## src/rtl/pnguf_pkg.sv

```systemverilog
// Shared types, register indexes and constants for the PNG scanline unfilter.
package pnguf_pkg;

	localparam int PNGUF_MAX_WIDTH = 1024;
	localparam int PNGUF_ADDR_W    = 3;
	localparam int PNGUF_DATA_W    = 32;

	// Register indexes, taken from address bit 2.
	localparam logic REG_IMAGE_WIDTH  = 1'b0;
	localparam logic REG_IMAGE_HEIGHT = 1'b1;

	// Highest filter type code that the format defines.
	localparam logic [7:0] FILTER_MAX = 8'd4;

	typedef enum logic [2:0] {
		FILT_NONE  = 3'd0,
		FILT_SUB   = 3'd1,
		FILT_UP    = 3'd2,
		FILT_AVG   = 3'd3,
		FILT_PAETH = 3'd4
	} filter_t;

	typedef struct packed {
		logic [10:0] image_width;
		logic [15:0] image_height;
	} cfg_t;

endpackage

```

## src/rtl/pnguf_cfg_regs.sv

```systemverilog
// APB-style register file holding image width and height.
module pnguf_cfg_regs (
	input  logic                                 clk,
	input  logic                                 arst_n,
	input  logic                                 psel,
	input  logic                                 penable,
	input  logic                                 pwrite,
	input  logic [pnguf_pkg::PNGUF_ADDR_W-1:0]   paddr,
	input  logic [pnguf_pkg::PNGUF_DATA_W-1:0]   pwdata,
	output logic [pnguf_pkg::PNGUF_DATA_W-1:0]   prdata,
	output logic                                 pready,
	output pnguf_pkg::cfg_t                      cfg
);
	import pnguf_pkg::*;

	cfg_t cfg_q;
	logic wr_en;

	assign pready = 1'b1;
	assign wr_en  = psel && penable && pwrite && pready;
	assign cfg    = cfg_q;

	always_ff @(posedge clk or negedge arst_n) begin
		if (!arst_n) begin
			cfg_q.image_width  <= 11'd1;
			cfg_q.image_height <= 16'd1;
		end else if (wr_en) begin
			unique case (paddr[2])
				REG_IMAGE_WIDTH:  cfg_q.image_width  <= pwdata[10:0];
				REG_IMAGE_HEIGHT: cfg_q.image_height <= pwdata[15:0];
				default: ;
			endcase
		end
	end

	always_comb begin
		unique case (paddr[2])
			REG_IMAGE_WIDTH:  prdata = {21'd0, cfg_q.image_width};
			REG_IMAGE_HEIGHT: prdata = {16'd0, cfg_q.image_height};
			default:          prdata = '0;
		endcase
	end

endmodule

```

## config.mk

```make
export PLATFORM = sky130hd
export DESIGN_NAME = pnguf_cfg_regs
export DESIGN_NICKNAME = d
export VERILOG_FILES = /design/src/rtl/pnguf_pkg.sv /design/src/rtl/pnguf_cfg_regs.sv
export SDC_FILE = /design/constraint.sdc
export NUM_CORES = 1
export LEC_CHECK = 0
export BUFFER_PORTS_ARGS = -buffer_cell sky130_fd_sc_hd__buf_2
export CAP_MARGIN = 20
export CORE_ASPECT_RATIO = 0.7
export CORE_MARGIN = 2
export CORE_UTILIZATION = 36
export DETAILED_ROUTE_END_ITERATION = 10
export PLACE_DENSITY = 0.75
export SKIP_LAST_GASP = 1
export SYNTH_ARGS = -nofsm -noshare
export SYNTH_HDL_FRONTEND = slang
export SYNTH_SLANG_ARGS = --single-unit
```

## constraint.sdc

```tcl
create_clock -name clk -period 0.8 [get_ports clk]
set_input_delay 0.08 -clock clk [delete_from_list [all_inputs] [get_ports clk]]
set_output_delay 0.08 -clock clk [all_outputs]
set_load 0.05 [all_outputs]
```

# After elaboration in Yosys (flattened, before gate mapping)
# Cells that the tools add are included.
# Widths: inputs -> output; s select.
op_classes:
  n_mux: 1
  bitwise: 1
  reduce_logical: 4
op_table:
  columns: ["op", "n"]
  rows:
  - ["$pmux 32 s2", 1]
  - ["$reduce_and 2->1", 2]
  - ["$logic_and 1x1->1", 2]
  - ["$not 1->1", 1]
word_totals:
  register_bits: 27
  wordCells: 8

# Logic depth before layout (Yosys ltp)
# Gate-level depths: netlist (run 1).
depth:
  ltp_word: 3
  depth_mapped: 4
  mapped_depth_nobuf: 2

# Least setup slack after synthesis (run 1)
# OpenSTA, ideal clock, no wires.
synth_timing:
  path_kind: "register -> output"
  startpoint: "reg cfg_q, in the netlist cfg[11]"
  endpoint: "out prdata[11] (netlist name)"
  arrival_time_ns: 1.117
  required_time_ns: 0.720
  setup_slack_ns: -0.397
  path_stages_with_launch: 2
  cell_sequence: "dfrtp_1 and2_1"
synth_between:
  elab_chain_len: 1
synth_lines:
  columns: ["item", "line", "rtl"]
  rows:
  - ["start, declared", "pnguf_cfg_regs.sv:16", "cfg_t cfg_q;"]
  - ["$pmux 32 s2", "pnguf_cfg_regs.sv:37", "unique case (paddr[2])"]
  - ["end, declared", "pnguf_cfg_regs.sv:10", "output logic [pnguf_pkg::PNGUF_DATA_W-1:0] prdata,"]
# Every way passes these cells. The select of a mux whose other input is x is not followed.

# Worst setup path in the final report (run 1)
layout_timing:
  startpoint: "reg cfg_q, in the netlist cfg[0]"
  endpoint: "out prdata[0] (netlist name)"
# The elaborated chain is that of the path after synthesis.

==> results of run 1 <==
area by class of cell:
type | count | area share
clock buffer | 3 | 0.0160
clock inverter | 1 | 0.00292
multi-input combinational | 62 | 0.274
sequential | 27 | 0.276
tap | 50 | 0.0243
timing repair buffer | 98 | 0.407
stage by stage:
stage | utilization | instances
floorplan | - | 110
global placement | 0.540 | 224
detailed placement | 0.540 | 224
CTS | 0.677 | 236
global route | 0.710 | 241
finish | 0.710 | 241
final timing paths:
kind,depth (start not counted),start,slack (ns),endpoint
setup / recovery,2,cfg[0],-0.43,prdata[0]
setup reg to reg,3,cfg[21],-0.25,cfg[21]
hold / removal,2,pwdata[14],0.04,cfg[14]
hold reg to reg,1,cfg[9],0.55,cfg[9]
min in group asynchronous,2,arst_n,0.28,cfg[0]
max in group asynchronous,3,arst_n,0.26,cfg[16]
per-layer routing:
metal,wire length [µm],share of wire,global-route usage,vias to the layer above
met5,0,0,0,-
met1,1490,0.39,0.196,506
met3,237,0.063,0.0536,4
li1,-,-,-,483
met2,2020,0.53,0.320,52
met4,41,0.011,0.0401,0
cells by family after synthesis:
| family | after synthesis |
|---|---|
| buffers and inverters | 21 |
| multiplexers | 38 |
| AND/OR/NAND/NOR | 7 |
| flip-flops | 27 |
| other | 2 |
power groups by stage:
stage | clock (mW) | combinational [mW] | sequential [mW]
6_report | 0.799 | 4.89 | 2.00
3_3_place_gp | 0 | 3.45 | 1.93
2_1_floorplan | 0 | 1.58 | 3.05
4_1_cts | 0.816 | 4.57 | 1.98
5_1_grt | 0.889 | 5.07 | 2.03
3_5_place_dp | 0 | 3.48 | 1.96
worst max-delay path: cells and delay by family (launching register included):
family	cells	cell delay, ns
buf+inv	1	0.14
flops	1	0.57
mux	1	0.16
cells in the final DEF (no fill, tap or decap), types with 3 or more instances in the layout:
cell type / synthesis / layout
sky130_fd_sc_hd__and2_4: 0 / 5
sky130_fd_sc_hd__buf_2: 1 / 21
sky130_fd_sc_hd__buf_4: 17 / 11
sky130_fd_sc_hd__buf_6: 3 / 36
sky130_fd_sc_hd__buf_8: 0 / 27
sky130_fd_sc_hd__clkbuf_8: 0 / 3
sky130_fd_sc_hd__conb_1: 2 / 17
sky130_fd_sc_hd__dfrtp_2: 0 / 25
sky130_fd_sc_hd__mux2_2: 27 / 5
sky130_fd_sc_hd__mux2_4: 11 / 33
what timing repair did:
| action | 4_1_cts | 5_1_grt |
|---|---|---|
| resized for setup | 117 | 32 |
| hold buffers | 1 | 0 |
| buffers inserted | 7 | 17 |
| gates cloned | 0 | 0 |
| pin swaps | 5 | 0 |
| hold endpoints to repair | 27 | 0 |
| endpoints found under the setup margin | 56 | 67 |
==> flow_metrics.tcl, run 1 <==
set metrics [dict create \
    synth_seq_area_share 0.485 \
    synth_compound_area_frac 0 \
    htreeDepth 1 \
    failed_checks "setup timing" \
    ios 100 \
    standby_leakage_power_nw 1.31 \
    startpoint_type "register" \
    drv_cap 0 \
    timing.critical_path.arrival_ns 1.15 \
    post_synth_and_or_nand_nor_area_fraction 0.0546 \
    dieArea_um2 4400 \
    post-route-min-period_ns 1.23 \
    final-seq-area_um2 709 \
    grt_antenna_before_repair 0 \
    core_um2 3630 \
    synth_top_area_frac 0.448 \
    floorplan_row_count 18 \
    num-fill-cells 255 \
    layout_setup_ws_ns -0.433 \
    synth_top_area_cell "sky130_fd_sc_hd__dfrtp_1" \
    status "complete, but fails checks" \
    clock_tree_skew_after_final_layout_ns 0 \
    crit_path_end_kind "output port" \
    post-route-drc-count 0 \
    synthMostInstantiatedCell "sky130_fd_sc_hd__mux2_2" \
    drt_first_pass_iters 4 \
    n_antenna_cell 0 \
    routed_wirelength_um 3790 \
    syn_avg_cell_area_um2 14.7 \
    final_design_area_no_fill_um2 2570 \
    hold_viol 0 \
    synth-adder-area-share 0 \
    area_growth_pct 84.2 \
    worst_ir_drop_vdd_uv 1750 \
    ant_nets 0 \
    post_synth_instance_area_um2 1400 \
    synth.mux.area_fraction 0.336 \
    floorplan.die.height_um 56.1 \
    cell_internal_pwr_mw 4.35 \
    maxSlewViolCount 0 \
    proportion_of_register_bits_with_asynchronous_set_or_reset_after_synthesis 1.00 \
    hpwl_um 2320 \
    final_min_period_over_clock_period 1.54 \
    initial_utilization 0.385 \
    cts-root-buf "sky130_fd_sc_hd__clkbuf_8" \
    clk_latency_ns 0.28 \
    synth-edff-count 0 \
    timing.final.setup_violations 65 \
    fin_nets 232 \
    place.gp.congestion 0.694 \
    largest_family_of_logic_cells_by_synthesized_area "multiplexers" \
    grt_pass1_wl_um 5880 \
    gr-total-overflow 0 \
    hold-worst-slack_ns 0.0369 \
    drt_iter0_drc 13 \
    die_x_um 78.5 \
    max_freq_mhz 811 \
    routed_via_count 1045 \
    cpMaxStageDelayCell "sky130_fd_sc_hd__dfstp_2" \
    p_switching_mw 3.34 \
    cts_inserted_buffers 3 \
    largest_register_ff_count 27 \
    grt_pass1_vias 1145 \
    synthDistinctLibCells 11 \
    post_dp_cell_area_um2 1960 \
    powerDensity_nw_per_um2 2990 \
    postSynth.topFlopCell "sky130_fd_sc_hd__dfrtp_1" \
    timing.setup.critical_path_class "reg2out" \
    multi_input_combinational_cell_area_um2 704 \
    netlist_instances 95 \
    grt_max_degree 17 \
    cts.clk_slew.worst_paths_ns 0.10 \
    synthXorXnorAreaFrac 0 \
    cts.sinks 27 \
    placement.setup.worst_slack_ns -0.243 \
    hold_class "in2reg" \
    combinationalPowerShare 0.636 \
    cts.path.max_buffers 2 \
    gr-usage-all-layers 0.174 \
    sum_neg_setup_slack_ns -14.67 \
    seqPwrFrac 0.260 \
    critical_path.max_fanout 3 \
    input_output_buffers 64 \
    synth_top_cells_by_count "sky130_fd_sc_hd__mux2_2, sky130_fd_sc_hd__dfrtp_1, sky130_fd_sc_hd__buf_4, sky130_fd_sc_hd__mux2_4, sky130_fd_sc_hd__and2_1" \
    final_layout_size_suffix_gt1_frac 0.906 \
    avgRoutedWirePerCell_um 15.7 \
    cp_data_required_time_ns 0.72 \
    cts_tree "yes" \
    synth.ff_latch_count 27 \
    ys.warnings.count 0 \
    grt_setup_unrepaired "true" \
    synth.top_cells.by_area "sky130_fd_sc_hd__dfrtp_1, sky130_fd_sc_hd__mux2_2, sky130_fd_sc_hd__mux2_4" \
    crit_path_cell_trace "mux2_4, buf_8" \
    p_total_mw 7.69 \
    viasPerCell 4.34 \
    clkPwrFrac 0.104 \
    sw_frac_of_total 0.434 \
    critical_path.max_stage_delay_ns 0.57 \
]
Power figures use the tool's default switching activity.
==> run 2: changes to the inputs <==
CORE_UTILIZATION = 40   (was 36)
PLACE_DENSITY = 0.79   (was 0.75)
clock period = 1.4 ns   (was 0.8 ns; I/O delays follow)
==> run 2 against run 1 <==
  * Count of clock-buffer cells in the layout unchanged
  * Sequential share of layout area is 11 points higher
  * The flow now finishes without violations
  * Critical path depth is the same
  * Largest power group unchanged
  * Via count fell by 11%
  * Cell count down 13%
  * Flip-flop and latch count did not move
  * Sequential power decreased by 46%
  * Clock skew unchanged
  * Hold slack better by 0.058 ns
  * Setup slack gained 0.49 ns
  * Critical endpoint unchanged
  * Total power fell by 57%
==> flow_metrics.tcl, run 2 (synthesis results as in run 1) <==
set metrics [dict create \
    largest_register_ff_count 27 \
    critical_path.max_fanout 3 \
    worstReg2RegEnd "cfg[17]" \
    startpoint_type "register" \
    routed_via_count 926 \
    hpwl_um 2180 \
    r2r_slack_ns 0.60 \
    max_freq_mhz 742 \
    fin_nets 203 \
    initial_utilization 0.432 \
    max_slew_margin 0.596 \
    cts-root-buf "sky130_fd_sc_hd__clkbuf_8" \
    clock_tree_skew_after_final_layout_ns 0 \
    layout_common_cells "sky130_fd_sc_hd__buf_2, sky130_fd_sc_hd__mux2_2, sky130_fd_sc_hd__dfrtp_1" \
    ant_nets 0 \
    cts.path.max_buffers 2 \
    grt_max_degree 28 \
    ios 100 \
    layout.cells.most_common "sky130_fd_sc_hd__buf_2" \
    floorplan.die.height_um 53.5 \
    cts.sinks 27 \
    powerDensity_nw_per_um2 1860 \
    drv_cap 0 \
    dieArea_um2 3990 \
    timing.critical_path.max_delay_family "flip-flops" \
    drt_iter0_drc 31 \
    cts_tree "yes" \
    area_growth_pct 26.6 \
    hp-start "pwdata[15]" \
    cts_inserted_buffers 3 \
    final-seq-area_um2 678 \
    htreeDepth 1 \
    cp.buffers_inverters 1 \
    viasPerCell 4.43 \
    cts.repair.resized 0 \
    timing.critical_path.arrival_ns 1.21 \
    avgRoutedWirePerCell_um 13.4 \
    multi_input_combinational_cell_area_um2 609 \
    post_dp_cell_area_um2 1710 \
    post-route-drc-count 0 \
    worst_pin_slew_ns 0.607 \
    grt_antenna_before_repair 0 \
    floorplan_row_count 17 \
    hold_viol 0 \
    num-fill-cells 280 \
    layout_setup_ws_ns 0.0524 \
    grt_setup_unrepaired "false" \
    post-route-min-period_ns 1.35 \
    timing.final.setup_violations 0 \
    gr-total-overflow 0 \
    cpMaxStageDelayCell "sky130_fd_sc_hd__dfstp_2" \
    status "complete, no violations" \
    hold_class "in2reg" \
    post-cts-setup-buffer-count 0 \
    gr-usage-all-layers 0.147 \
    core_um2 3230 \
    reg2regPathDepth 1 \
    reg2reg_from "cfg[17]" \
    sum_neg_setup_slack_ns 0 \
    input_output_buffers 64 \
    cp_data_required_time_ns 1.26 \
    final_design_area_no_fill_um2 1770 \
    n_antenna_cell 0 \
    place.gp.congestion 0.622 \
    worstHoldEndpoint "cfg[15]" \
    crit_path_cell_trace "mux2_2, buf_2" \
    drt_first_pass_iters 2 \
    final_layout_size_suffix_gt1_frac 0.704 \
    final_min_period_over_clock_period 0.963 \
    grt_pass1_wl_um 4230 \
    placement.setup.worst_slack_ns 0.194 \
    clk_latency_ns 0.27 \
    timing.setup.critical_path_class "reg2out" \
    critical_path.max_stage_delay_ns 0.55 \
    routed_wirelength_um 2810 \
    min_delay_path_depth 2 \
    grt_pass1_vias 892 \
    crit_path_end_kind "output port" \
    maxSlewViolCount 0 \
    cts.clk_slew.worst_paths_ns 0.10 \
    worst_ir_drop_vdd_uv 1170 \
    standby_leakage_power_nw 0.950 \
    die_x_um 74.7 \
]
## run 2: timing repair
item                                   CTS  global route
setup endpoints to repair                0             0
endpoints found under the hold margin   25             0
hold buffers                             1             0
## run 2: how the worst max path moves through the flow
stage,start,end,slack [ns],cells past startpoint
4_1_cts,cfg[16],prdata[0],0.04,2
3_3_place_gp,paddr[2],prdata[7],0.21,4
6_report,cfg[16],prdata[0],0.05,2
3_5_place_dp,paddr[2],prdata[9],0.19,4
2_1_floorplan,cfg[11],prdata[11],0.14,1
5_1_grt,cfg[16],prdata[0],0.01,2
## run 2: per-stage QoR
stage | utilization | std cells | hold slack, ns | power (mW)
floorplan | - | 110 | -0.156 | 2.51
global placement | 0.529 | 204 | 0.167 | 2.81
detailed placement | 0.529 | 204 | 0.182 | 2.85
CTS | 0.547 | 209 | 0.0893 | 3.32
global route | 0.547 | 209 | 0.0853 | 3.43
finish | 0.547 | 209 | 0.0948 | 3.29
## run 2: area by class of cell
| type | instances | area share |
|---|---|---|
| flip-flops and latches | 27 | 0.383 |
| multi-input cells | 62 | 0.344 |
| repair buffers | 69 | 0.211 |
| well taps | 47 | 0.0332 |
| clock buffers | 3 | 0.0233 |
| clock inverters | 1 | 0.00495 |
## run 2: layer usage
layer | global-route usage | up-vias | routed length [µm]
li1 | - | 425 | -
met1 | 0.166 | 455 | 1140
met2 | 0.274 | 44 | 1480
met3 | 0.0457 | 2 | 174
met4 | 0.0268 | 0 | 13
met5 | 0 | - | 0
## run 2: where the power goes
group | switching, mW | internal [mW] | leakage, nW
Combinational | 1.30 | 0.453 | 0.603
Sequential | 0.122 | 0.961 | 0.321
Clock | 0.253 | 0.209 | 0.0261
Total | 1.67 | 1.62 | 0.950
==> run 3: changes to the inputs <==
==> constraint.sdc (replaced) <==
create_clock -name clk -period 1.4 [get_ports clk]
set_input_delay 0.07 -clock clk [delete_from_list [all_inputs] [get_ports clk]]
set_output_delay 0.07 -clock clk [all_outputs]
set_load 0.05 [all_outputs]
==> run 3 against run 2 <==
  * Fmax increased by 5.8%
  * Clock skew unchanged
  * First-iteration DRC count decreased by 13%
  * Critical path type unchanged
==> flow_metrics.tcl, run 3 (synthesis results as in run 1) <==
set metrics [dict create \
    final_layout_size_suffix_gt1_frac 0.700 \
    worst_ir_drop_vdd_uv 994 \
    post-route-drc-count 0 \
    fin_nets 201 \
    routed_wirelength_um 2710 \
    hold_viol 0 \
    timing.setup.critical_path_class "reg2out" \
    layout.cells.most_common "sky130_fd_sc_hd__buf_2" \
    max_freq_mhz 785 \
    final_cells 207 \
    cts.path.max_buffers 2 \
    timing.final.setup_violations 0 \
    initial_utilization 0.432 \
    gr-usage-all-layers 0.141 \
    final_design_area_no_fill_um2 1750 \
    core_um2 3230 \
    final-seq-area_um2 678 \
    area_growth_pct 25.5 \
    powerDensity_nw_per_um2 1870 \
    cts.clk_slew.worst_paths_ns 0.10 \
    layout_common_cells "sky130_fd_sc_hd__buf_2, sky130_fd_sc_hd__mux2_2, sky130_fd_sc_hd__dfrtp_1" \
    post-route-min-period_ns 1.27 \
    cts-root-buf "sky130_fd_sc_hd__clkbuf_8" \
    clk_latency_ns 0.27 \
    post-cts-setup-buffer-count 0 \
    sum_neg_setup_slack_ns 0 \
    grt_max_degree 28 \
    n_antenna_cell 0 \
    grt_antenna_before_repair 0 \
    grt_setup_unrepaired "false" \
    critical_path.max_fanout 3 \
    dieArea_um2 3990 \
    cts_tree "yes" \
    grt_pass1_vias 861 \
    input_output_buffers 64 \
    gr-total-overflow 0 \
    ios 100 \
    worst_pin_slew_ns 0.604 \
    multi_input_combinational_cell_area_um2 609 \
    place.gp.congestion 0.619 \
    status "complete, no violations" \
    drv_cap 0 \
    htreeDepth 1 \
    timing.critical_path.arrival_ns 1.20 \
    cp_data_required_time_ns 1.33 \
    routed_via_count 905 \
    largest_register_ff_count 27 \
    drt_first_pass_iters 4 \
    cts.sinks 27 \
    hpwl_um 2110 \
    final_min_period_over_clock_period 0.910 \
    cts.hold.buffers_added 1 \
    post-place-cells 202 \
    grt_pass1_wl_um 4130 \
    standby_leakage_power_nw 0.941 \
    startpoint_type "register" \
    crit_path_end_kind "output port" \
    avgRoutedWirePerCell_um 13.1 \
    floorplan_row_count 17 \
    die_x_um 74.7 \
    num-fill-cells 286 \
    floorplan.die.height_um 53.5 \
    cts.repair.resized 0 \
    viasPerCell 4.37 \
    drt_iter0_drc 27 \
    maxSlewViolCount 0 \
    clock_tree_skew_after_final_layout_ns 0 \
    post_dp_cell_area_um2 1690 \
    hold_class "in2reg" \
    ant_nets 0 \
    max_slew_margin 0.598 \
    cts_inserted_buffers 3 \
]
[run 3: path summary, 6_finish.rpt]
kind                       depth (start not counted)       start  slack (ns)        end
setup / recovery                                   2     cfg[16]        0.13  prdata[0]
hold / removal                                     2  pwdata[14]        0.02    cfg[14]
setup reg to reg                                   1     cfg[23]        0.61    cfg[23]
hold reg to reg                                    1     cfg[15]        0.53    cfg[15]
max in group asynchronous                          2      arst_n        0.67    cfg[15]
min in group asynchronous                          2      arst_n        0.33     cfg[2]
[run 3: area by class of cell]
class / count / share of cell area
flip-flops and latches: 27 / 0.387
well taps: 47 / 0.0335
clock buffers: 3 / 0.0235
clock inverters: 1 / 0.00499
repair buffers: 67 / 0.204
multi-input cells: 62 / 0.347
[run 3: stage by stage]
stage / util / hold WS [ns] / setup WS [ns] / power (mW)
floorplan: - / -0.226 / 0.213 / 2.51
global placement: 0.524 / 0.0954 / 0.275 / 2.81
detailed placement: 0.524 / 0.114 / 0.252 / 2.84
CTS: 0.543 / 0.0144 / 0.113 / 3.31
global route: 0.543 / 0.0141 / 0.0755 / 3.43
finish: 0.543 / 0.0204 / 0.126 / 3.28
[run 3: per-layer routing]
layer | global-route usage | up-vias | wire (µm)
li1 | - | 423 | -
met1 | 0.170 | 434 | 1150
met2 | 0.249 | 46 | 1350
met3 | 0.0457 | 2 | 194
met4 | 0.0268 | 0 | 13
met5 | 0 | - | 0
[run 3: report_power, final]
group	total [mW]	leakage (nW)	switching, mW	internal [mW]
logic	1.74	0.594	1.29	0.449
clock network	0.466	0.0261	0.257	0.209
registers	1.08	0.321	0.117	0.961
[run 3: critical path, cell delays in order (launching register included)]
cell and delay (ns):
sky130_fd_sc_hd__dfstp_2 0.55, sky130_fd_sc_hd__mux2_2 0.13, sky130_fd_sc_hd__buf_2 0.25
