File: config.mk
export PLATFORM = sky130hd
export DESIGN_NAME = pnguf_predict
export DESIGN_NICKNAME = d
export VERILOG_FILES = /design/src/rtl/pnguf_pkg.sv /design/src/rtl/pnguf_predict.sv
export SDC_FILE = /design/constraint.sdc
export NUM_CORES = 1
export LEC_CHECK = 0
export CAP_MARGIN = 5
export CORE_MARGIN = 4
export CORE_UTILIZATION = 63
export DETAILED_ROUTE_END_ITERATION = 10
export DONT_BUFFER_PORTS = 1
export GPL_TIMING_DRIVEN = 0
export PLACE_DENSITY = 0.79
export SYNTH_ARGS = -nofsm -noshare
export SYNTH_HDL_FRONTEND = slang
export SYNTH_SLANG_ARGS = --single-unit
export TNS_END_PERCENT = 10
File: constraint.sdc
create_clock -name vclk -period 10
set_input_delay 0.5 -clock vclk [all_inputs]
set_output_delay 0.5 -clock vclk [all_outputs]
set_load 0.02 [all_outputs]
File: src/rtl/pnguf_pkg.sv
// Shared types, register indexes and constants for the PNG scanline unfilter.
package pnguf_pkg;

	localparam int PNGUF_MAX_WIDTH = 1024;
	localparam int PNGUF_ADDR_W    = 3;
	localparam int PNGUF_DATA_W    = 32;

	// Register indexes, taken from address bit 2.
	localparam logic REG_IMAGE_WIDTH  = 1'b0;
	localparam logic REG_IMAGE_HEIGHT = 1'b1;

	// Highest filter type code that the format defines.
	localparam logic [7:0] FILTER_MAX = 8'd4;

	typedef enum logic [2:0] {
		FILT_NONE  = 3'd0,
		FILT_SUB   = 3'd1,
		FILT_UP    = 3'd2,
		FILT_AVG   = 3'd3,
		FILT_PAETH = 3'd4
	} filter_t;

	typedef struct packed {
		logic [10:0] image_width;
		logic [15:0] image_height;
	} cfg_t;

endpackage

File: src/rtl/pnguf_predict.sv
// Filter predictor and modular add that rebuild one byte.
module pnguf_predict (
	input  pnguf_pkg::filter_t filter,
	input  logic [7:0]         raw,
	input  logic [7:0]         a,
	input  logic [7:0]         b,
	input  logic [7:0]         c,
	output logic [7:0]         recon
);
	import pnguf_pkg::*;

	logic [7:0] pa;
	logic [7:0] pb;
	logic [8:0] pc;
	logic [8:0] sum_ab;
	logic [8:0] two_c;
	logic [7:0] paeth;
	logic [7:0] pred;

	assign sum_ab = {1'b0, a} + {1'b0, b};
	assign two_c  = {c, 1'b0};
	assign pa     = (b > c) ? b - c : c - b;
	assign pb     = (a > c) ? a - c : c - a;
	assign pc     = (sum_ab > two_c) ? sum_ab - two_c : two_c - sum_ab;

	// Ties go to a, then b, as the format requires.
	always_comb begin
		if (pa <= pb && {1'b0, pa} <= pc) begin
			paeth = a;
		end else if ({1'b0, pb} <= pc) begin
			paeth = b;
		end else begin
			paeth = c;
		end
	end

	always_comb begin
		unique case (filter)
			FILT_SUB:   pred = a;
			FILT_UP:    pred = b;
			FILT_AVG:   pred = sum_ab[8:1];
			FILT_PAETH: pred = paeth;
			default:    pred = 8'd0;
		endcase
	end

	assign recon = raw + pred;

endmodule

Word-level counts from Yosys, hierarchy flattened
Index checks and enable logic that the tools add are counted.
W data, S select, Z words.

storage, ports and cells
  input port bits = 35
  output and inout port bits = 8
  flip-flop bits (word level) = 0
  word-level logic and storage cells = 25

operators by class
  multiplexer cells = 6
  $lt $le $gt $ge = 6
  add/sub/neg operators = 8
  reductions and logical operators = 1
  eq/ne operators = 4

operators by type and width
  kind                  count
  $mux W8               4
  $pmux W8 S4           1
  $sub A8 B8 Y8         4
  $le A8 B9 Y1          2
  $sub A9 B9 Y9         2
  $gt A8 B8 Y1          2
  $add A8 B8 Y9         1
  $gt A9 B9 Y1          1
  $mux W9               1
  $add A8 B8 Y8         1
  $le A8 B8 Y1          1
  $eq A3 B2 Y1 const B  2
  $eq A3 B1 Y1 const B  1
  $eq A3 B3 Y1 const B  1
  $logic_and A1 B1 Y1   1

Depth between registers and ports, before layout
Gate-level depths: netlist of run 1.

  depth in word-level cells = 8
  gate-level depth with buffers = 39
  depth with buffers taken out = 38

Worst setup path after synthesis of run 1
Ideal clock, no wire load.

  kind = input to output
  start point = input a[1]
  end point = output recon[7]
  required time = 9.500 ns
  data arrival time = 7.057 ns
  path slack = 2.443 ns
  buffers on the path = 2
  stages on the path = 36
  path through = ha_1 a21o_1 a21oi_1 o21bai_1 a21oi_1 o21bai_1 a21oi_1 xor2_1 inv_1 ha_1 and4_1 a31oi_2 o31ai_4 buf_6 mux2_2 a21oi_1 o21a_1 o21ai_0 xnor2_1 ha_1 nand3_1 or2_2 o31a_1 o32ai_2 buf_2 a21oi_1 o21ai_0 o21ai_0 ha_1 a21o_1 a21oi_1 o21bai_1 a21oi_1 o21ai_0 xor2_1 xnor2_1

between the ends
  cells in the longest elaborated chain, start to end = 8

ends and longest elaborated chain
  element                                         RTL line                                  RTL
  start, declared                                 pnguf_predict.sv:5                        input logic [7:0] a,
  $add A8 B8 Y9                                   pnguf_predict.sv:20                       assign sum_ab = {1'b0, a} + {1'b0, b};
  $sub A9 B9 Y9 or $gt A9 B9 Y1 (tied branches)   pnguf_predict.sv:24                       assign pc = (sum_ab > two_c) ? sum_ab - two_c : two_c - sum_ab;
  $mux W9                                         pnguf_predict.sv:24
  $le A8 B9 Y1, on equally long branches          pnguf_predict.sv:30, pnguf_predict.sv:28
  $mux W8 or $logic_and A1 B1 Y1 (tied branches)  pnguf_predict.sv:30, pnguf_predict.sv:28
  $mux W8                                         pnguf_predict.sv:28                       if (pa <= pb && {1'b0, pa} <= pc) begin
  $pmux W8 S4 *                                   pnguf_predict.sv:38                       unique case (filter)
  $add A8 B8 Y8 *                                 pnguf_predict.sv:47                       assign recon = raw + pred;
  end, declared                                   pnguf_predict.sv:8                        output logic [7:0] recon

Every way passes the cells marked *; elsewhere a longest branch is shown, timed or not.

Worst setup path after layout of run 1
Ends and elaborated chain as after synthesis.

==> results of run 1 <==
==> kinds of logic after synthesis <==
group	count (synthesis)	synth area share (%)
xor gates and xnor gates	33	8.45
adders and majority gates	89	33.4
muxes	32	9.70
AOI/OAI and AO/OA	145	29.2
buffers and inverters	73	8.27
and+or+nand+nor	77	11.0
==> routing by layer <==
layer | up-vias | GRT usage, % | routed length (microns)
li1 | 1629 | - | -
met3 | 18 | 3.15 | 765
met5 | - | 0 | 0
met2 | 158 | 51.1 | 4640
met4 | 0 | 5.39 | 190
met1 | 1548 | 37.8 | 4130
==> how the worst max path moves through the flow <==
stage | slack [ns] | depth (start not counted) | to
5_1_grt | 0.57 | 36 | recon[7]
4_1_cts | 1.20 | 36 | recon[7]
6_report | 1.06 | 36 | recon[7]
3_3_place_gp | 1.43 | 36 | recon[7]
3_5_place_dp | 1.20 | 36 | recon[7]
2_1_floorplan | 2.44 | 36 | recon[7]
==> stage by stage <==
stage / utilization, % / area [sq um]
finish: 68.7 / 3600
detailed placement: 68.7 / 3600
floorplan: - / 3510
CTS: 68.7 / 3600
global route: 68.7 / 3600
global placement: 68.7 / 3600
==> cells in the final DEF, fill, tap and decap left out, types with 8 or more instances in the layout <==
| cell | Yosys | layout |
|---|---|---|
| mux2i_1 | 21 | 21 |
| mux2_2 | 9 | 9 |
| inv_1 | 65 | 65 |
| a21o_1 | 11 | 11 |
| xnor2_1 | 19 | 19 |
| xor2_1 | 13 | 13 |
| nand3_1 | 9 | 9 |
| nor2_1 | 15 | 15 |
| fa_1 | 8 | 8 |
| nand2_1 | 25 | 25 |
| o21ai_0 | 32 | 32 |
| ha_1 | 81 | 81 |
| a21oi_1 | 43 | 43 |
==> power breakdown <==
part	total [mW]	switching (mW)	internal (mW)
Clock	0	0	0
Combinational	0.599	0.363	0.235
Sequential	0	0	0
==> Yosys cell counts, types with 3 or more instances <==
library cell,instances
mux2_2,9
nand4_1,5
a21oi_2,3
clkbuf_1,5
ha_1,81
nor2b_1,3
nor2_1,15
or2_2,3
a21o_1,11
o211ai_1,4
inv_1,65
o21ai_0,32
xnor2_1,19
a211oi_1,5
fa_1,8
a22oi_1,7
a21oi_1,43
xor2_1,13
nand2_1,25
mux2i_1,21
o21bai_1,7
nand3_1,9
==> final cells by class <==
class | instances | area, sq um | area share, %
Inverter | 65 | 244 | 6.78
Multi-Input combinational cell | 376 | 3220 | 89.5
Tap cell | 70 | 87.6 | 2.43
Buffer | 8 | 46.3 | 1.29
==> worst max-delay path: cells and delay by family <==
kind	cells	cell delay, ns
mux	1	0.34
simple gates	3	0.74
buf+inv	3	0.61
compound gates	21	3.90
fa+ha+maj	4	1.22
xor+xnor	4	1.12
==> impl.org, run 1 <==
** Final layout
- The finished layout holds 519 standard cells, fillers aside.
- At the end of the flow, the number of nets in the layout was 575.
- Fraction of layout instances using a drive strength above 1 :: under 10%
- 0 antenna diodes ended up in the layout.
- Clock buffer instance count of the final layout :: 0
- Fill cell count :: 465
- Sequential cells placed in the final layout were counted as 0.
- Summing all flip-flop and latch instances after layout gives 0 sq um.
- Synthesis-to-layout area growth :: 2.50%

** Logic synthesis
- Yosys printed 0 warnings.
- Of the synthesized area, sequential elements account for 0%.
- After synthesis, the netlist uses 66 different library cells.
- Average size of a mapped cell :: 7.82 sq um
- Area contributors post-synth :: ha_1, inv_1, a21oi_1
- After synthesis the cells add up to 3510 sq um.
- The number of nets in the synthesized netlist is 573.
- The synthesized design devotes to its leading area cell type 28.9% of total area.
- ha_1 takes more of the synthesized area than any other cell.
- Syn Inst Count :: about 450

** STA
- Worst Hold Slack :: 1.21 ns
- Across all setup checks in the final design, the least slack found is between 1 and 1.5 ns.
- Final hold violation count :: 0
- Counting I/O delays and the setup requirement, the final critical path takes 8.94 ns.
- Pins Over Slew Limit :: 0
- Setup repair after global routing left no endpoint under its margin.
- For the pin with the worst max-slew slack, the measured transition is 0.534 ns.
- Maximum clock rate :: 112 MHz
- Final worst path period share :: 89.4%
- Worst slew margin relative to its limit :: 64.4%
- Setup violations remaining at the end of the flow were counted as 0.
- TNS Setup :: 0 ns

** Placed design
- OpenSTA, run right after detailed placement, puts the worst setup slack at 1.20 ns.
- Port buffering added 0 buffers.
- Placed cells :: roughly 520
- Post-DP HPWL :: 8420 microns
- Global placement routability congestion :: 1.03

** Status
- The run finished with clean final reports.

** Floorplan
- Initial Util :: 67.0%
- Core Area :: 5240 sq um
- The die is a little over 80 microns tall.
- The die covers 6830 sq um.
- Die extent in x :: 82.6 microns
- The initialized floorplan defines 26 standard-cell rows.
- 43 I/O pins were placed.

** Setup path
- Tracing the worst setup path back leads to its startpoint at a[1].
- Crit-path max FO :: 10
- Max stage delay cell, worst path :: o32ai_2
- Kind of end point of the critical path :: output pin
- Crit Path Class :: input port to output pin
- Among the stages of the critical path, the cell type that occurs most often is a21oi_1.
- Data on the critical path arrives at its endpoint at 8.44 ns.
- Type of element launching the critical path :: input port
- STA puts the critical path data required time at between 9 and 10 ns.
- Critical Path Max Stage Delay :: 0.51 ns

** Clock tree
- Post-CTS sizing :: 0
- Buffers inserted to repair hold after CTS numbered 0.
- Number of post-CTS setup repair buffers :: 0

** Worst hold path
- HP Start :: raw[0]
- The tightest min-delay check is of the input port to output pin type.
- Hold path endpoint :: recon[0]
- Count of cells along the worst hold path :: 1

** Flow run
- Max-cap violations in this run came to 0.

** Detailed routing
- Number of routed nets with antenna violations :: 0
- Number of iterations in the first detailed-routing pass :: 5
- The routed layout has 3353 vias.
- Avg WL per Cell :: 18.7 microns
- Average via count per standard cell :: roughly 6.5
- In the routed design, unresolved DRC markers number 0.
- Number of violations reported at the end of detailed-routing iteration 0 :: 272
- Detailed-route wire length :: just under 10000 microns

** Power
- Across the VDD grid, the largest voltage drop is ~0.090 mV.
- Static power due to leakage :: 1.84 nW
- Power density over cell area :: between 150 and 200 nW/um^2
- Summing internal, switching and leakage power gives 0.599 mW.

** Global routing
- Entering global routing, the biggest net connects 11 pins.
- Summed over all layers, the global routing overflow is 0.
- Global routing used 28.9% of the available tracks across all layers.
- The initial antenna violation count came to 0.
- Global-route wire length before repair :: 15400 microns
- Number of global-route vias before repair :: 3117
Note: power is estimated with default switching activity, not from simulation.
==> inputs of run 2 (changes only) <==
- CAP_MARGIN: 5 -> 20
- CELL_PAD_IN_SITES_DETAIL_PLACEMENT: default -> 1
- CELL_PAD_IN_SITES_GLOBAL_PLACEMENT: default -> 1
- CORE_UTILIZATION: 63 -> 51
- PLACE_DENSITY: 0.79 -> default
- PLACE_DENSITY_LB_ADDON: default -> 0.1
==> impl.org, run 2 (synthesis results as in run 1) <==
** Power
- The standby leakage power came to 1.84 nW (unchanged).
- The ratio of total power to cell area came to 171 nW/um^2 (was 166 nW/um^2).
- The largest vdd supply drop came to 0.126 mV (was 0.0902 mV).

** Status
- Status :: complete, no violations (unchanged)

** Clock tree
- Quantity of hold-fixing buffers added after cts :: 0 (unchanged)
- Post-CTS sizing :: 0 (unchanged)
- Number of post-CTS setup repair buffers :: 0 (unchanged)

** Worst hold path
- The worst hold path cell count was 1 (unchanged).
- Class of the most critical hold timing path :: input port to output pin (unchanged)
- The beginning of the worst hold path is raw[0] (unchanged).
- Hold path endpoint :: recon[0] (unchanged)

** Final layout
- The register area was 0 sq um (unchanged).
- Commonest cells after routing, fill and taps aside :: ha_1, inv_1, a21oi_1 (unchanged)
- Leading cell type in the layout, fill and taps excluded :: ha_1 (unchanged)
- Number of sequential storage elements :: 0 (unchanged)
- Clock buffer instance count of the final layout :: 0 (unchanged)
- Fill cell count :: 841 (was 465)
- The area growth from synthesis to final layout came to 2.75% (was 2.50%).
- Fraction of layout instances using a drive strength above 1 :: 7.13% (unchanged)
- The number of antenna repair diodes came to 0 (unchanged).
- # nets final :: 575 (unchanged)

** Global routing
- Global-route wire length before repair :: 18300 microns (was 15400 microns)
- Number of global-route vias before repair :: 3558 (was 3117)
- Maximum number of pins on one net before global-route repair :: 11 (unchanged)
- Global route overflow :: 0 (unchanged)
- GRT Resource Usage Total :: 26.7% (was 28.9%)
- The initial antenna violation count came to 0 (unchanged).

** STA
- Maximum clock rate :: 111 MHz (was 112 MHz)
- Transition time at the pin with the least slew margin :: 0.551 ns (was 0.534 ns)
- TNS Setup :: 0 ns (unchanged)
- The number of failing hold endpoints at the final stage is 0 (unchanged).
- The share of the clock period used by the worst path after layout was 90.2% (was 89.4%).
- Worst slew margin relative to its limit :: 63.2% (was 64.4%)
- Pins Over Slew Limit :: 0 (unchanged)
- RSZ-0062 raised after global routing :: false (unchanged)
- Final setup violation count :: 0 (unchanged)
- The worst hold margin came to 1.21 ns (about the same).
- Final worst path period need :: 9.02 ns (was 8.94 ns)

** Setup path
- The biggest cell delay along the critical path is 0.50 ns (was 0.51 ns).
- Crit Path Class :: input port to output pin (unchanged)
- The most numerous cell on the critical path is a21oi_1 (unchanged).
- The element type at the critical path end is an output pin (unchanged).
- Crit-path max FO :: 10 (unchanged)
- The required time reported for the critical path endpoint is 9.50 ns (about the same).
- The worst-path cell with the longest stage delay is o32ai_2 (unchanged).
- The arrival time reported for the critical path endpoint is 8.52 ns (was 8.44 ns).
- Type of element launching the critical path :: input port (unchanged)

** Placed design
- The count of port buffers added during placement came to 0 (unchanged).
- Post-DP HPWL :: 9910 microns (was 8420 microns)
- The final weighted congestion in routability-driven placement was 0.903 (was 1.03).

** Detailed routing
- Number of violations reported at the end of detailed-routing iteration 0 :: 161 (was 272)
- Average via count per standard cell :: 6.39 (was 6.46)
- The total via count after detailed routing came to 3363 (was 3353).
- The post-route DRC violation count was 0 (unchanged).
- Number of routed nets with antenna violations :: 0 (unchanged)
- Detailed-route wire length :: 11200 microns (was 9730 microns)
- The number of iterations in the first detailed-routing pass came to 4 (was 5).
- Avg WL per Cell :: 21.3 microns (was 18.7 microns)

** Floorplan
- The count of standard-cell rows came to 29 (was 26).
- Core Area :: 6530 sq um (was 5240 sq um)
- The die extent in x is 91.0 microns (was 82.6 microns).
- The die height is 91.0 microns (was 82.6 microns).
- The initial core utilization is 53.7% (was 67.0%).
- The die area is 8270 sq um (was 6830 sq um).
- Number of top-level pins :: 43 (unchanged)

** Flow run
- Number of maximum-capacitance constraint violations :: 0 (unchanged)
==> run 2: cell counts in the layout (fill, tap and decap cells not counted) <==
No cell type changed its count.
==> run 2: metrics by stage <==
stage,instances,power (mW),util (%),instance area (sq um),worst slack [ns]
floorplan,449,0.459,-,3510,2.44
global placement,526,0.574,55.2,3610,1.31
detailed placement,526,0.608,55.2,3610,1.02
CTS,526,0.611,55.2,3610,1.00
global route,526,0.676,55.2,3610,0.465
finish,526,0.618,55.2,3610,0.977
==> run 2: layer usage <==
metal | up-vias | GRT usage (%) | wire length [microns]
li1 | 1622 | - | -
met1 | 1644 | 35.1 | 5060
met2 | 83 | 48.7 | 5510
met3 | 14 | 1.57 | 458
met4 | 0 | 4.02 | 197
met5 | - | 0 | 0
==> run 2: report_power, final <==
part	switching [mW]	internal, mW
clock	0	0
sequential	0	0
combinational	0.380	0.238
==> run 2: layout make-up <==
class | count | area [sq um] | share of cell area, %
inverters | 65 | 244 | 6.77
well taps | 77 | 96.3 | 2.67
multi-input cells | 376 | 3220 | 89.3
plain buffers | 8 | 46.3 | 1.28
==> run 2: critical path: cells and delay by family <==
| family | cells | cell delay [ns] |
|---|---|---|
| multiplexers | 1 | 0.35 |
| adder cells (fa/ha/maj) | 4 | 1.20 |
| AO/OA/AOI/OAI | 20 | 4.01 |
| buffers and inverters | 4 | 0.78 |
| XOR/XNOR | 4 | 1.12 |
| AND/OR/NAND/NOR | 3 | 0.56 |
==> run 2: worst max path at each step <==
| stage | endpoint | startpoint | slack [ns] |
|---|---|---|---|
| after floorplan | recon[7] | a[1] | 2.44 |
| after global placement | recon[7] | a[1] | 1.31 |
| after detailed placement | recon[7] | a[1] | 1.02 |
| after global routing | recon[7] | a[1] | 0.46 |
| final | recon[7] | a[1] | 0.98 |
| after CTS | recon[7] | a[1] | 1.00 |
==> inputs of run 3 (changes only) <==
- CELL_PAD_IN_SITES_DETAIL_PLACEMENT: 1 -> 0
==> impl.org, run 3 (synthesis results as in run 1) <==
** Power
- The ratio of total power to cell area was 164 nW/um^2 (was 171 nW/um^2).
- The largest vdd supply drop was 0.121 mV (was 0.126 mV).
- The final total power is 0.592 mW (was 0.618 mW).
- The standby leakage power was 1.84 nW (unchanged).

** Floorplan
- Initial Util :: 53.7% (unchanged)
- Number of top-level pins :: 43 (unchanged)
- The die height was 91.0 microns (unchanged).
- The die extent in x was 91.0 microns (unchanged).
- The die area is 8270 sq um (unchanged).
- The count of standard-cell rows was 29 (unchanged).
- Core Area :: 6530 sq um (unchanged)

** STA
- Final worst path period need :: 8.88 ns (was 9.02 ns)
- RSZ-0062 raised after global routing: false (unchanged).
- The least setup slack across all paths after layout came to 1.12 ns (was 0.977 ns).
- Pins Over Slew Limit :: 0 (unchanged)
- The setup TNS was 0 ns (unchanged).
- Final worst path period share :: 88.8% (was 90.2%)
- Worst slew margin relative to its limit :: 64.9% (was 63.2%)
- Worst Hold Slack :: 1.21 ns (about the same)
- The top achievable clock speed came to 113 MHz (was 111 MHz).
- Final hold violation count :: 0 (unchanged)
- Transition time at the pin with the least slew margin :: 0.522 ns (was 0.551 ns)
- The total of endpoints with negative setup slack in the final report was 0 (unchanged).

** Final layout
- ANT cells :: 0 (unchanged)
- The total of clock buffers placed in the layout came to 0 (unchanged).
- Commonest cells after routing, fill and taps aside :: ha_1, inv_1, a21oi_1 (unchanged)
- The post-layout instance count excluding filler cells came to 526 (unchanged).
- Final core area utilization :: 55.2% (unchanged)
- Sequential cell area :: 0 sq um (unchanged)
- The area growth from synthesis to final layout came to 2.75% (unchanged).
- Fraction of layout instances using a drive strength above 1 :: 7.13% (unchanged)
- The net total in the final layout is 575 (unchanged).
- The number of flip-flops and latches came to 0 (unchanged).
- The most common library cell in the layout ignoring fill and taps was ha_1 (unchanged).
- The number of filler instances in the final layout came to 627 (was 841).
- The final design area excluding fillers came to 3610 sq um (unchanged).
- Total area of multi-input combinational cells :: 3220 sq um (unchanged)

** Setup path
- Max stage delay cell, worst path :: o32ai_2 (unchanged)
- The element type at the critical path end was an output pin (unchanged).
- The launch point of the critical path is a[1] (unchanged).
- The startpoint kind of the worst setup timing path was an input port (unchanged).
- The arrival time reported for the critical path endpoint was 8.38 ns (was 8.52 ns).
- Crit-path max FO :: 10 (unchanged)
- The critical path buffer and inverter count came to 3 (was 4).
- The dominant delay contributor by cell family on the critical path is compound AO/OA/AOI/OAI gates (unchanged).
- Crit Path Class :: input port to output pin (unchanged)
- Crit path capture :: recon[7] (unchanged)
- Total stage count of the critical path :: 35 (was 36)
- Critical Path Max Stage Delay :: 0.50 ns (about the same)
- Top cell by count, worst path :: a21oi_1 (unchanged)
- Endpoint required time on the critical path :: 9.50 ns (about the same)

** Detailed routing
- Wire length on met1 :: 4550 microns (was 5060 microns)
- Number of violations reported at the end of detailed-routing iteration 0 :: 157 (was 161)
- Uppermost routed layer :: met4 (unchanged)
- The post-route DRC violation count came to 0 (unchanged).
- The total via count after detailed routing is 3252 (was 3363).
- Sum of met2 wire segment lengths after detailed routing :: 4520 microns (was 5510 microns)
- The residual antenna-violating net count after detailed routing is 0 (unchanged).
- Average via count per standard cell :: 6.18 (was 6.39)
- Number of iterations in the first detailed-routing pass :: 5 (was 4)
- The average wire length per cell after detail routing came to 18.5 microns (was 21.3 microns).
- Detailed-route wire length :: 9740 microns (was 11200 microns)
- The routed length on met3 was 530 microns (was 458 microns).

** Placed design
- Placed cells :: 526 (unchanged)
- Post-detailed-placement cell area :: 3610 sq um (unchanged)
- Port-buffer cells :: 0 (unchanged)
- The post-place setup slack is 1.13 ns (was 1.02 ns).
- Global placement routability congestion :: 0.903 (unchanged)
- Post-DP HPWL :: 8590 microns (was 9910 microns)

** Clock tree
- Number of post-CTS setup repair buffers :: 0 (unchanged)
- The quantity of hold-fixing buffers added after cts is 0 (unchanged).
- Post-CTS sizing :: 0 (unchanged)

** Global routing
- Global-route wire length before repair :: 15900 microns (was 18300 microns)
- The overall routing resource usage came to 23.3% (was 26.7%).
- The number of global-route vias before repair came to 3094 (was 3558).
- Initial antenna violation count :: 0 (unchanged)
- The aggregate global routing overflow is 0 (unchanged).
- Maximum number of pins on one net before global-route repair :: 11 (unchanged)

** Worst hold path
- Class of the most critical hold timing path :: input port to output pin (unchanged)

** Flow run
- The count of maximum capacitance violations came to 0 (unchanged).

** Status
- Status: complete, no violations (unchanged).
-- run 3: cell counts in the layout (fill, tap and decap cells not counted) --
No cell type changed its count.
-- run 3: worst min path at each step --
stage / from / end / slack [ns] / cells after the start
finish: raw[0] / recon[0] / 1.21 / 1
floorplan: raw[0] / recon[0] / 1.21 / 1
global placement: raw[0] / recon[0] / 1.22 / 1
global route: raw[0] / recon[0] / 1.22 / 1
CTS: raw[0] / recon[0] / 1.22 / 1
detailed placement: raw[0] / recon[0] / 1.22 / 1
-- run 3: layer usage --
metal	up-vias	track usage, %
li1	1622	-
met1	1520	32.4
met2	101	40.2
met3	9	1.98
met4	0	2.64
met5	-	0
-- run 3: report_power, final --
group | total, mW | internal [mW] | switching (mW)
Sequential | 0 | 0 | 0
Combinational | 0.592 | 0.234 | 0.357
Clock | 0 | 0 | 0
Total | 0.592 | 0.234 | 0.357
-- run 3: final cells by class --
| class | count | share of cell area, % |
|---|---|---|
| multi-input combinational | 376 | 89.3 |
| inverter | 65 | 6.77 |
| buffer | 8 | 1.28 |
| tap | 77 | 2.67 |
